`src/hw/rtl/red_pkg.sv`:
```
// Package for the rotary encoder edge decoder: widths, codes, tables and shared types.
`default_nettype none
package red_pkg;

  // Width of the internal position counter.
  localparam int POS_WIDTH = 10;

  // Fixed field widths of the channels and the register.
  localparam int LOAD_W    = 10;
  localparam int RES_POS_W = 10;
  localparam int LIMIT_W   = 10;
  localparam int STEP_W    = 2;
  localparam int PHASE_W   = 2;

  // Configuration port.
  localparam int CFG_DW = 32;
  localparam int CFG_AW = 3;

  localparam logic [POS_WIDTH-1:0] POS_MAX     = '1;
  localparam logic [POS_WIDTH-1:0] RESET_POS   = POS_WIDTH'(10);
  localparam logic [LIMIT_W-1:0]   RESET_LIMIT = LIMIT_W'(500);
  localparam logic [STEP_W-1:0]    STEPS_NEEDED = STEP_W'(3);
  localparam logic [PHASE_W-1:0]   PHASE_REST  = '0;

  // Register index, taken from paddr[2].
  typedef enum logic {
    CFG_IDX_UPPER_LIMIT = 1'b0,
    CFG_IDX_NONE        = 1'b1
  } cfg_idx_t;

  typedef enum logic [2:0] {
    ACT_NONE       = 3'd0,
    ACT_CW_STEP    = 3'd1,
    ACT_CCW_STEP   = 3'd2,
    ACT_CW_DETENT  = 3'd3,
    ACT_CCW_DETENT = 3'd4
  } act_t;

  typedef enum logic [1:0] {
    MOV_NONE = 2'd0,
    MOV_CW   = 2'd1,
    MOV_CCW  = 2'd2
  } moved_t;

  // Indexed by {phase, line_is_b, edge_rising}.
  localparam logic [PHASE_W-1:0] NEXT_PHASE_TAB [0:15] = '{
    2'd1, 2'd0, 2'd3, 2'd0,
    2'd1, 2'd0, 2'd2, 2'd1,
    2'd2, 2'd3, 2'd2, 2'd1,
    2'd2, 2'd3, 2'd3, 2'd0
  };

  localparam act_t ACTION_TAB [0:15] = '{
    ACT_CW_STEP,  ACT_NONE,       ACT_CCW_STEP, ACT_NONE,
    ACT_NONE,     ACT_CCW_DETENT, ACT_CW_STEP,  ACT_NONE,
    ACT_NONE,     ACT_CW_STEP,    ACT_NONE,     ACT_CCW_STEP,
    ACT_CCW_STEP, ACT_NONE,       ACT_NONE,     ACT_CW_DETENT
  };

  typedef struct packed {
    logic                func;
    logic                line_is_b;
    logic                edge_rising;
    logic [LOAD_W-1:0]   load_value;
  } item_t;

  typedef struct packed {
    logic [PHASE_W-1:0]   phase;
    logic [STEP_W-1:0]    cw_steps;
    logic [STEP_W-1:0]    ccw_steps;
    logic [POS_WIDTH-1:0] pos_count;
  } dec_state_t;

  typedef struct packed {
    logic [RES_POS_W-1:0] position;
    moved_t               moved;
  } result_t;

endpackage
`default_nettype wire

```
`src/hw/rtl/red_if.sv`:
```
// Valid/ready channel interfaces for the decoder's input items and results.
`default_nettype none
interface red_in_if;
  logic                       valid;
  logic                       ready;
  logic                       func;
  logic                       line_is_b;
  logic                       edge_rising;
  logic [red_pkg::LOAD_W-1:0] load_value;

  modport source (output valid, func, line_is_b, edge_rising, load_value, input ready);
  modport sink   (input valid, func, line_is_b, edge_rising, load_value, output ready);
endinterface

interface red_out_if;
  logic                          valid;
  logic                          ready;
  logic [red_pkg::RES_POS_W-1:0] position;
  logic [1:0]                    moved;

  modport source (output valid, position, moved, input ready);
  modport sink   (input valid, position, moved, output ready);
endinterface
`default_nettype wire

```
`src/hw/rtl/red_apb.sv`:
```
// APB register block holding the upper position limit.
`default_nettype none
module red_apb (
  input  wire logic                        clk,
  input  wire logic                        rst_n,
  input  wire logic                        psel,
  input  wire logic                        penable,
  input  wire logic                        pwrite,
  input  wire logic [red_pkg::CFG_AW-1:0]  paddr,
  input  wire logic [red_pkg::CFG_DW-1:0]  pwdata,
  output logic      [red_pkg::CFG_DW-1:0]  prdata,
  output logic                             pready,
  output logic      [red_pkg::LIMIT_W-1:0] upper_limit
);

  logic [red_pkg::LIMIT_W-1:0] upper_limit_r;
  logic [red_pkg::LIMIT_W-1:0] upper_limit_nxt;
  red_pkg::cfg_idx_t           idx;
  logic                        wr_en;

  assign pready = 1'b1;
  assign idx    = red_pkg::cfg_idx_t'(paddr[2]);
  assign wr_en  = psel && penable && pwrite && pready;

  always_comb begin
    upper_limit_nxt = upper_limit_r;
    if (wr_en && (idx == red_pkg::CFG_IDX_UPPER_LIMIT)) begin
      upper_limit_nxt = pwdata[red_pkg::LIMIT_W-1:0];
    end
  end

  always_ff @(posedge clk) begin
    if (!rst_n) begin
      upper_limit_r <= red_pkg::RESET_LIMIT;
    end else begin
      upper_limit_r <= upper_limit_nxt;
    end
  end

  always_comb begin
    case (idx)
      red_pkg::CFG_IDX_UPPER_LIMIT: prdata = red_pkg::CFG_DW'(upper_limit_r);
      default:                      prdata = '0;
    endcase
  end

  assign upper_limit = upper_limit_r;

endmodule
`default_nettype wire

```
`src/hw/rtl/red_step.sv`:
```
// Next-state and result logic for one item: phase table, step counters, position.
`default_nettype none
module red_step (
  input  wire red_pkg::item_t                   item,
  input  wire red_pkg::dec_state_t              cur,
  input  wire logic [red_pkg::LIMIT_W-1:0]      upper_limit,
  output red_pkg::dec_state_t                   nxt,
  output red_pkg::result_t                      res
);

  logic [3:0]                       idx;
  red_pkg::act_t                    act;
  logic [red_pkg::PHASE_W-1:0]      nph;
  logic [red_pkg::POS_WIDTH-1:0]    limit;
  red_pkg::moved_t                  moved;

  assign idx = {cur.phase, item.line_is_b, item.edge_rising};
  assign act = red_pkg::ACTION_TAB[idx];
  assign nph = red_pkg::NEXT_PHASE_TAB[idx];

  // Limit clipped to what the counter can hold.
  always_comb begin
    if (33'(upper_limit) > 33'(red_pkg::POS_MAX)) begin
      limit = red_pkg::POS_MAX;
    end else begin
      limit = red_pkg::POS_WIDTH'(upper_limit);
    end
  end

  always_comb begin
    nxt   = cur;
    moved = red_pkg::MOV_NONE;
    if (item.func) begin
      nxt.pos_count = red_pkg::POS_WIDTH'(item.load_value);
    end else begin
      case (act)
        red_pkg::ACT_CW_STEP: begin
          if (cur.cw_steps < red_pkg::STEPS_NEEDED) nxt.cw_steps = cur.cw_steps + 1'b1;
        end
        red_pkg::ACT_CCW_STEP: begin
          if (cur.ccw_steps < red_pkg::STEPS_NEEDED) nxt.ccw_steps = cur.ccw_steps + 1'b1;
        end
        red_pkg::ACT_CW_DETENT: begin
          if (cur.cw_steps >= red_pkg::STEPS_NEEDED) begin
            nxt.pos_count = (cur.pos_count < limit) ? cur.pos_count + 1'b1 : limit;
            nxt.cw_steps  = '0;
            nxt.ccw_steps = '0;
            moved         = red_pkg::MOV_CW;
          end
        end
        red_pkg::ACT_CCW_DETENT: begin
          if (cur.ccw_steps >= red_pkg::STEPS_NEEDED) begin
            if (cur.pos_count != '0) nxt.pos_count = cur.pos_count - 1'b1;
            nxt.cw_steps  = '0;
            nxt.ccw_steps = '0;
            moved         = red_pkg::MOV_CCW;
          end
        end
        default: ;
      endcase
      nxt.phase = nph;
    end
  end

  assign res.position = red_pkg::RES_POS_W'(nxt.pos_count);
  assign res.moved    = moved;

endmodule
`default_nettype wire

```
`src/hw/rtl/rotary_encoder_edge_decoder.sv`:
```
// Top level of the quadrature rotary encoder edge decoder.
//
//  channel | direction | carries                                   | transfer when
//  in_if   | in        | func, line_is_b, edge_rising, load_value  | valid && ready
//  out_if  | out       | position, moved                           | valid && ready
//  APB     | in/out    | upper_limit at byte address 0             | psel & penable & pwrite
//
// One item per cycle sustained while out_if stays ready; the result is presented on out_if once
// the item has passed through the input register and then the result register.
// The item sits in an input register; the step logic runs between it and the result
// register, and the decoder state is updated as the item moves into the result register.
// Input ready stays high while the input register is empty or the result register is empty
// or being drained, so a stalled output holds one result plus one pending item before
// backpressure reaches in_if.
// Synchronous active-low reset: phase rest, step counters 0, position 10, limit 500.
`default_nettype none
module rotary_encoder_edge_decoder (
  input  wire logic                       clk,
  input  wire logic                       rst_n,
  red_in_if.sink                          in_if,
  red_out_if.source                       out_if,
  input  wire logic                       psel,
  input  wire logic                       penable,
  input  wire logic                       pwrite,
  input  wire logic [red_pkg::CFG_AW-1:0] paddr,
  input  wire logic [red_pkg::CFG_DW-1:0] pwdata,
  output logic      [red_pkg::CFG_DW-1:0] prdata,
  output logic                            pready
);

  logic [red_pkg::LIMIT_W-1:0] upper_limit;

  // Input register (payload unreset).
  logic                 in_v_r;
  red_pkg::item_t       in_item_r;
  // Result register.
  logic                 out_v_r;
  red_pkg::result_t     out_res_r;
  // Decoder state.
  red_pkg::dec_state_t  st_r;
  red_pkg::dec_state_t  st_nxt;
  red_pkg::result_t     res_nxt;

  logic           advance;   // result register can take a new value
  logic           in_xfer;
  red_pkg::item_t in_item;

  red_apb u_apb (
    .clk         (clk),
    .rst_n       (rst_n),
    .psel        (psel),
    .penable     (penable),
    .pwrite      (pwrite),
    .paddr       (paddr),
    .pwdata      (pwdata),
    .prdata      (prdata),
    .pready      (pready),
    .upper_limit (upper_limit)
  );

  red_step u_step (
    .item        (in_item_r),
    .cur         (st_r),
    .upper_limit (upper_limit),
    .nxt         (st_nxt),
    .res         (res_nxt)
  );

  assign advance     = !out_v_r || out_if.ready;
  assign in_if.ready = !in_v_r || advance;
  assign in_xfer     = in_if.valid && in_if.ready;

  assign in_item.func        = in_if.func;
  assign in_item.line_is_b   = in_if.line_is_b;
  assign in_item.edge_rising = in_if.edge_rising;
  assign in_item.load_value  = in_if.load_value;

  // Control: valid flags and decoder state.
  always_ff @(posedge clk) begin
    if (!rst_n) begin
      in_v_r         <= 1'b0;
      out_v_r        <= 1'b0;
      st_r.phase     <= red_pkg::PHASE_REST;
      st_r.cw_steps  <= '0;
      st_r.ccw_steps <= '0;
      st_r.pos_count <= red_pkg::RESET_POS;
    end else begin
      if (in_if.ready) in_v_r <= in_xfer;
      if (advance) begin
        out_v_r <= in_v_r;
        if (in_v_r) st_r <= st_nxt;
      end
    end
  end

  // Payload registers.
  always_ff @(posedge clk) begin
    if (in_xfer) in_item_r <= in_item;
    if (advance && in_v_r) out_res_r <= res_nxt;
  end

  assign out_if.valid    = out_v_r;
  assign out_if.position = out_res_r.position;
  assign out_if.moved    = out_res_r.moved;

  // A pending item is never dropped while the output is stalled.
  a_hold_pending: assert property (@(posedge clk) disable iff (!rst_n)
    (in_v_r && !advance) |=> in_v_r)
    else $error("pending item lost under stall");

  // A completed detent always clears both step counters.
  a_detent_clears: assert property (@(posedge clk) disable iff (!rst_n)
    (advance && in_v_r && (res_nxt.moved != red_pkg::MOV_NONE))
      |=> (st_r.cw_steps == '0) && (st_r.ccw_steps == '0))
    else $error("step counters not cleared after detent");

  // A load item yields no detent.
  a_load_no_move: assert property (@(posedge clk) disable iff (!rst_n)
    (advance && in_v_r && in_item_r.func) |=> (out_res_r.moved == red_pkg::MOV_NONE))
    else $error("load item reported movement");

  // The phase moves only when an edge item is consumed.
  a_phase_stable: assert property (@(posedge clk) disable iff (!rst_n)
    !(advance && in_v_r && !in_item_r.func) |=> $stable(st_r.phase))
    else $error("phase changed without an edge item");

endmodule
`default_nettype wire

```
`src/flat_wrapper.sv`:
```
// flat-port wrapper written by rule: the top's interface ports become plain ports
module rotary_encoder_edge_decoder_flat 
  (clk, rst_n, psel, penable, pwrite, paddr, pwdata, prdata, pready, in_if_valid, in_if_func, in_if_line_is_b, in_if_edge_rising, in_if_load_value, in_if_ready, out_if_valid, out_if_position, out_if_moved, out_if_ready);
  red_in_if in_if_i ();
  red_out_if out_if_i ();
  input  wire logic clk;
  input  wire logic rst_n;
  input  wire logic psel;
  input  wire logic penable;
  input  wire logic pwrite;
  input  wire logic [red_pkg::CFG_AW-1:0] paddr;
  input  wire logic [red_pkg::CFG_DW-1:0] pwdata;
  output logic      [red_pkg::CFG_DW-1:0] prdata;
  output logic pready;
  input wire logic [$bits(in_if_i.valid)-1:0] in_if_valid;
  input wire logic [$bits(in_if_i.func)-1:0] in_if_func;
  input wire logic [$bits(in_if_i.line_is_b)-1:0] in_if_line_is_b;
  input wire logic [$bits(in_if_i.edge_rising)-1:0] in_if_edge_rising;
  input wire logic [$bits(in_if_i.load_value)-1:0] in_if_load_value;
  output wire logic [$bits(in_if_i.ready)-1:0] in_if_ready;
  output wire logic [$bits(out_if_i.valid)-1:0] out_if_valid;
  output wire logic [$bits(out_if_i.position)-1:0] out_if_position;
  output wire logic [$bits(out_if_i.moved)-1:0] out_if_moved;
  input wire logic [$bits(out_if_i.ready)-1:0] out_if_ready;
  assign in_if_i.valid = in_if_valid;
  assign in_if_i.func = in_if_func;
  assign in_if_i.line_is_b = in_if_line_is_b;
  assign in_if_i.edge_rising = in_if_edge_rising;
  assign in_if_i.load_value = in_if_load_value;
  assign in_if_ready = in_if_i.ready;
  assign out_if_valid = out_if_i.valid;
  assign out_if_position = out_if_i.position;
  assign out_if_moved = out_if_i.moved;
  assign out_if_i.ready = out_if_ready;
  rotary_encoder_edge_decoder u_core (.clk(clk), .rst_n(rst_n), .in_if(in_if_i), .out_if(out_if_i), .psel(psel), .penable(penable), .pwrite(pwrite), .paddr(paddr), .pwdata(pwdata), .prdata(prdata), .pready(pready));
endmodule
```
`config.mk`:
```
export PLATFORM = sky130hd
export DESIGN_NAME = rotary_encoder_edge_decoder_flat
export DESIGN_NICKNAME = d
export VERILOG_FILES = /design/src/hw/rtl/red_pkg.sv /design/src/hw/rtl/red_if.sv /design/src/hw/rtl/red_apb.sv /design/src/hw/rtl/red_step.sv /design/src/hw/rtl/rotary_encoder_edge_decoder.sv /design/src/flat_wrapper.sv
export SDC_FILE = /design/constraint.sdc
export NUM_CORES = 1
export LEC_CHECK = 0
export BUFFER_PORTS_ARGS = -buffer_cell sky130_fd_sc_hd__buf_2
export CORE_AREA = 2 2 121 123
export DETAILED_ROUTE_END_ITERATION = 10
export DIE_AREA = 0 0 123 125
export SLEW_MARGIN = 10
export SYNTH_ARGS = -nofsm -noshare
export SYNTH_HDL_FRONTEND = slang
export SYNTH_SLANG_ARGS = --single-unit
export TNS_END_PERCENT = 5
```
`constraint.sdc`:
```
create_clock -name clk -period 2.7 [get_ports clk]
set_input_delay 0.54 -clock clk [delete_from_list [all_inputs] [get_ports clk]]
set_output_delay 0.54 -clock clk [all_outputs]
set_load 0.01 [all_outputs]
```
==> metrics.txt, run 1 <==
Core Footprint=roughly 14000 um2; crit path time final=around 2.6 ns; Hold EP=u_core.in_item_r[12]; vias post-DR=2901; clk_lat worst skew=approximately 0.3 ns; layout cell share with drive strength beyond 1=0.224; async set or reset register ratio after synthesis=0; DRC=0; Worst Tran Pin Value=approximately 0.70 ns; DR WL/cell=about 13 um; Longest Clk Path Bufs=2; first-pass GRT wire length=around 14000 um; Post-Syn Area=between 3000 and 4000 um2; area leader, netlist=edfxtp_1; initial antenna violation count=0; Pwr per Cell Area=463 nW/um2; most frequent cells in the layout=buf_2, nand2_1, nor2_1, dfxtp_1, edfxtp_1; cells on worst reg2reg path=10; EDFF count, synth=25; fin crit share=0.953; gpl congestion=between 0.8 and 0.9; CP required=approximately 2.9 ns; Die X=between 100 and 150 um; post-synthesis cell type count=67; CTS Sinks=53; Yosys reg bits=53; number of diodes=0; post-route insts no fill=626; Leak=approximately 1.6 nW; Worst EP arrival=approximately 2.8 ns; Total Routed Length=8410 um; Final Hold Fails=0; Setup Viol. Count Final=0; pre-CTS setup slack=between 0.1 and 0.15 ns; Int Power=roughly 1.4 mW; initial core utilization=0.241; hpwl dp=6310 um; Post-synth top flop=dfxtp_1; initial DRC count=127; max-cap violations=0; max-slew violation count=0; Placed Cells=a little over 600; worst reg2reg startpoint=u_core.in_item_r[11]; Yosys top cell area share=0.219; clock power share=0.334; Max IR drop VDD=0.000207 V; Hold Crit Depth=1; vias in the first global route=~2.9k; Gate power share=0.172; Max Freq=0.389 GHz; IO Count=roughly 100; synth warn=0; Num CTS Buffers=5; Hold Slack=slightly above 0.4 ns; Cells after Synth=around 380; remaining antenna violation count=0; Std-Cell Rows=44; commonest non-fill, non-tap cell in the layout=buf_2; reg2reg setup slack=0.13 ns; clk_skew=0.00742 ns; Root Driver=clkbuf_16; DIE AREA=roughly 15000 um2; Worst Setup Start Kind=flop; HP Class=in -> reg; Layout area overhead=16.9%; reg2reg end=u_core.st_r[9]; vias per inst=around 4.6; Synth area leaders=edfxtp_1, dfxtp_1, ha_1; pin count of the biggest net entering global routing=30; worst setup margin=between 0.1 and 0.15 ns; sequential element share of the synthesized area=0.382; net switching power=approximately 500 uW; setup TNS=0 ns; CP Class=reg -> reg; Die Y=between 100 and 150 um; Layout Nets=~510; CTS tree=done; RSZ-0062 raised after global routing=no; # fillers=around 1.5k; GRT Util Overall=0.114; CTS clock-pin slew for the worst setup and hold paths=approximately 0.070 ns; DR pass1 iterations=4; Crit. End Element=flop; Hold Crit Start=in_if_func; Design Power=1.85 mW; sw frac=0.268; Seq pwr share=0.494; # port buffers=54; crit path max fanout=6; total grt overflow=0; normalized max-slew margin=0.532; H-tree depth=2; Avg Inst Size Synth=between 8 and 9 um2; status=finished clean
==> cells by family after synthesis <==
family	share of synthesized area
other	0.00219
XOR/XNOR	0.0204
AND/OR/NAND/NOR	0.198
buffers and inverters	0.113
adder cells (fa/ha/maj)	0.0620
AO/OA/AOI/OAI	0.201
multiplexers	0.0208
flip-flops	0.382
==> Yosys cell counts, drive strengths merged, types with 3 or more instances <==
cell type  number
nand2          40
buf            34
nor2           34
dfxtp          28
edfxtp         25
o21ai          24
a21oi          21
inv            21
ha             17
nand3          16
clkbuf         11
o211ai         10
xnor2           8
nor2b           7
a21boi          6
mux2i           6
nor3            6
a211o           5
and2            5
nand2b          5
a31oi           4
nor4            4
o21a            4
and2b           3
and3            3
o311ai          3
==> timing repair <==
item,CTS,global route
endpoints found under the setup margin,0,5
hold buffers,0,0
gates resized for setup,0,4
buffers inserted,0,1
==> worst max-delay path, stage by stage (launching register included) <==
cell and delay [ns]:
edfxtp_1 0.43, inv_2 0.08, ha_1 0.23, and2b_2 0.24, o21ai_2 0.08, a2111o_1 0.57
buf_12 0.19, a31oi_4 0.13, o21ai_2 0.08, a211o_1 0.29, a31oi_1 0.18
==> layout make-up <==
| class | instances | area, um2 | share of cell area |
|---|---|---|---|
| multi-input cells | 285 | 1810 | 0.452 |
| clock inverters | 1 | 3.75 | 0.000937 |
| well taps | 184 | 230 | 0.0574 |
| inverters | 21 | 78.8 | 0.0197 |
| repair buffers | 75 | 440 | 0.110 |
| flip-flops and latches | 53 | 1310 | 0.327 |
| clock buffers | 7 | 133 | 0.0331 |
==> per-stage QoR <==
stage	util	area, um2
after floorplan	-	3510
after global placement	0.272	3860
after detailed placement	0.272	3860
after CTS	0.281	4000
after global routing	0.282	4010
final	0.282	4010
==> worst max-delay path by stage <==
stage	startpoint	to	cells after the start
3_5_place_dp	u_core.in_item_r[11]	u_core.out_if.position[3]	8
4_1_cts	u_core.in_item_r[11]	u_core.st_r[9]	10
3_3_place_gp	u_core.in_item_r[11]	u_core.st_r[5]	9
6_report	u_core.in_item_r[11]	u_core.st_r[9]	10
5_1_grt	u_core.in_item_r[11]	u_core.st_r[9]	10
2_1_floorplan	u_core.in_item_r[10]	u_core.out_if.position[3]	9
==> per-layer routing <==
metal	vias up	global-route usage	routed length [um]
met3	14	0.0224	357
met1	1377	0.142	3790
met4	0	0.0468	189
met2	83	0.189	4070
li1	1427	-	-
met5	-	0	0
==> power groups by stage <==
stage	combinational (mW)	clock, mW	sequential, mW
after floorplan	0.242	0	0.927
after global placement	0.312	0	0.932
after detailed placement	0.317	0	0.933
after CTS	0.319	0.643	0.915
after global routing	0.363	0.672	0.920
final	0.319	0.620	0.916
==> sequential cells by signal (all words and copies together) (netlist names) <==
| name | cells |
|---|---|
| u_core.out_if.moved | 2 |
| u_core.out_if.position | 10 |
| u_core.out_if.valid | 1 |
| u_core.in_item_r | 13 |
| u_core.in_v_r | 1 |
| u_core.u_apb.upper_limit | 10 |
| u_core.st_r | 16 |
Power figures use the tool's default switching activity.
==> run 2, diff against run 1 <==
Settings changed: BUFFER_PORTS_ARGS -buffer_cell sky130_fd_sc_hd__buf_2 to default, CELL_PAD_IN_SITES_DETAIL_PLACEMENT from default to 1, CELL_PAD_IN_SITES_GLOBAL_PLACEMENT from default to 1, DONT_BUFFER_PORTS from default to 1, PLACE_DENSITY_LB_ADDON from default to 0.1, SETUP_SLACK_MARGIN from default to 0.4.
==> run 2 against run 1 <==
Effect of this change: non-clock buffer count down 45; register-to-register slack gained 0.11 ns; final area shrank 3.9%; combinational power down 6.9%; utilization shrank 1.1 points; critical path depth down 1; total power grew 1.8%; critical path type unchanged.
==> metrics.txt, run 2 (synthesis results as in run 1) <==
status=finished clean; worst setup path end=u_core.out_if.position[3]; DIE AREA=15400 um2 (unchanged); Design Power=1.89 mW (+1.8%); first-pass GRT wire length=15600 um (+13%); Die Y=125 um (unchanged); CTS tree=done; Hold Crit Start=rst_n; vias post-DR=2718 (-6.3%); commonest non-fill, non-tap cell in the layout=nand2_1; total grt overflow=0 (unchanged); worst reg2reg startpoint=u_core.in_item_r[11]; Core Footprint=14200 um2 (unchanged); vias per inst=4.68 (+0.95%); CTS Sinks=53 (unchanged); crit path time final=2.46 ns (-0.110 ns); Largest regs=u_core.st_r (16), u_core.in_item_r (13); post-route insts no fill=581 (-7.2%); layout cell share with drive strength beyond 1=0.154 (-0.0703); Final Hold Fails=0 (unchanged); max-slew violation count=0 (unchanged); Biggest register=u_core.st_r; CTS clock-pin slew for the worst setup and hold paths=0.06 ns (about the same); cells on worst reg2reg path=9 (-1); fin crit share=0.912 (-0.0408); Longest Clk Path Bufs=2 (unchanged); Placed Cells=567 (-8.1%); GRT Util Overall=0.134 (+0.0207); gpl congestion=0.764 (-11%); initial core utilization=0.241 (unchanged); net switching power=513 uW (+3.3%); remaining antenna violation count=0 (unchanged); initial DRC count=58 (-54%); DRC=0 (unchanged); Total Routed Length=9820 um (+17%); normalized max-slew margin=0.565 (+0.0330); most frequent cells in the layout=nand2_1, nor2_1, buf_4, dfxtp_1, edfxtp_1; setup TNS=0 ns (unchanged); reg2reg setup slack=0.24 ns (+0.11 ns); Std-Cell Rows=44 (unchanged); IO Count=102 (unchanged); clock power share=0.354 (+0.020); Seq pwr share=0.488 (-0.006); CP Class=reg -> reg; Die X=123 um (unchanged); vias in the first global route=2826 (-0.84%); Int Power=1.37 mW (+1.2%); hpwl dp=7410 um (+17%); clk_lat worst skew=0.30 ns (about the same); number of diodes=0 (unchanged); Layout Nets=468 (-8.8%); # port buffers=0 (-100%); Layout area overhead=12.4%; reg2reg end=u_core.out_if.position[3]; Gate power share=0.157 (-0.015); Root Driver=clkbuf_16; clk_skew=0.00682 ns (-0.000592 ns); HP Class=in -> reg; Num CTS Buffers=5 (unchanged); Pwr per Cell Area=490 nW/um2 (+5.9%); DR pass1 iterations=4 (unchanged); Max Freq=0.406 GHz (+4.5%); Setup Viol. Count Final=0 (unchanged); Worst EP arrival=2.51 ns (-0.28 ns); crit path max fanout=5 (-1); Final Util=0.271 (-0.0109); DR WL/cell=16.9 um (+26%); max-cap violations=0 (unchanged); CP max stage delay=0.52 ns (-0.05 ns); Max stage delay cell, worst path=a2111o_1; Worst Tran Pin Value=0.652 ns (-0.0502 ns); Worst Setup Start Kind=flop; Leak=1.47 nW (-10%); sw frac=0.272 (+0.00399); CP Cell Sequence=inv_2, ha_4, and2b_2, o21ai_4, a2111o_1, buf_6, and3_4, a2111oi_4, nor2_1; max reg flops=16 (unchanged); CTS Hold Buffers Added=0 (unchanged); RSZ-0062 raised after global routing=yes; Max IR drop VDD=0.000193 V (-7.1%); H-tree depth=2 (unchanged); beginning of the critical path=u_core.in_item_r[11]; pin count of the biggest net entering global routing=30 (unchanged); Crit. End Element=flop; CP required=2.75 ns (-0.17 ns); initial antenna violation count=0 (unchanged)
run 2: changes by cell type in the layout (fill, tap and decap cells not counted), moves of 2 or more:
| cell | before | now |
|---|---|---|
| buf_2 | 54 | 0 |
| buf_4 | 20 | 28 |
| buf_6 | 0 | 2 |
| ha_1 | 17 | 15 |
run 2: worst min path at each step:
stage / endpoint / cells past startpoint
floorplan: u_core.u_apb.upper_limit[1] / 2
global placement: u_core.u_apb.upper_limit[3] / 2
detailed placement: u_core.u_apb.upper_limit[1] / 2
CTS: u_core.st_r[1] / 1
global route: u_core.in_item_r[6] / 0
finish: u_core.st_r[1] / 1
run 2: area by class of cell:
class,count,area [um2]
Clock buffer,8,146
Sequential cell,53,1310
Multi-Input combinational cell,285,1850
Inverter,21,78.8
Timing Repair Buffer,30,233
Fill cell,1703,10400
Tap cell,184,230
run 2: worst max-delay path, delay by kind of cell (launching register included):
family	cells	cell delay, ns
AOI/OAI and AO/OA	3	0.82
adders and majority gates	1	0.20
buffers and inverters	2	0.28
DFF	1	0.43
and+or+nand+nor	3	0.48
run 2: metrics by stage:
stage | setup slack [ns] | hold WS, ns | cell area (um2)
after global placement | 0.0553 | 0.456 | 3610
after detailed placement | 0.0594 | 0.465 | 3610
after floorplan | 0.389 | 0.443 | 3520
after global routing | 0.0891 | 0.314 | 3850
after CTS | 0.221 | 0.312 | 3850
final | 0.237 | 0.321 | 3850
run 2: power by group through the flow:
stage                     combinational (mW)  clock [mW]  sequential [mW]
after floorplan                        0.244           0            0.927
after global placement                 0.286           0            0.940
after detailed placement               0.290           0            0.940
after CTS                              0.302       0.703            0.923
after global routing                   0.338       0.726            0.928
final                                  0.297       0.669            0.922
run 2: what timing repair did:
item                       4_1_cts  5_1_grt
setup buffers                    6        0
gates resized for setup          9        1
setup endpoints to repair       23       25
pin swaps                        9        0
run 2: layer usage:
| metal | GRT usage | routed length [um] |
|---|---|---|
| met2 | 0.215 | 4600 |
| met1 | 0.181 | 4730 |
| met5 | 0 | 0 |
| met3 | 0.0274 | 360 |
| met4 | 0.0401 | 136 |
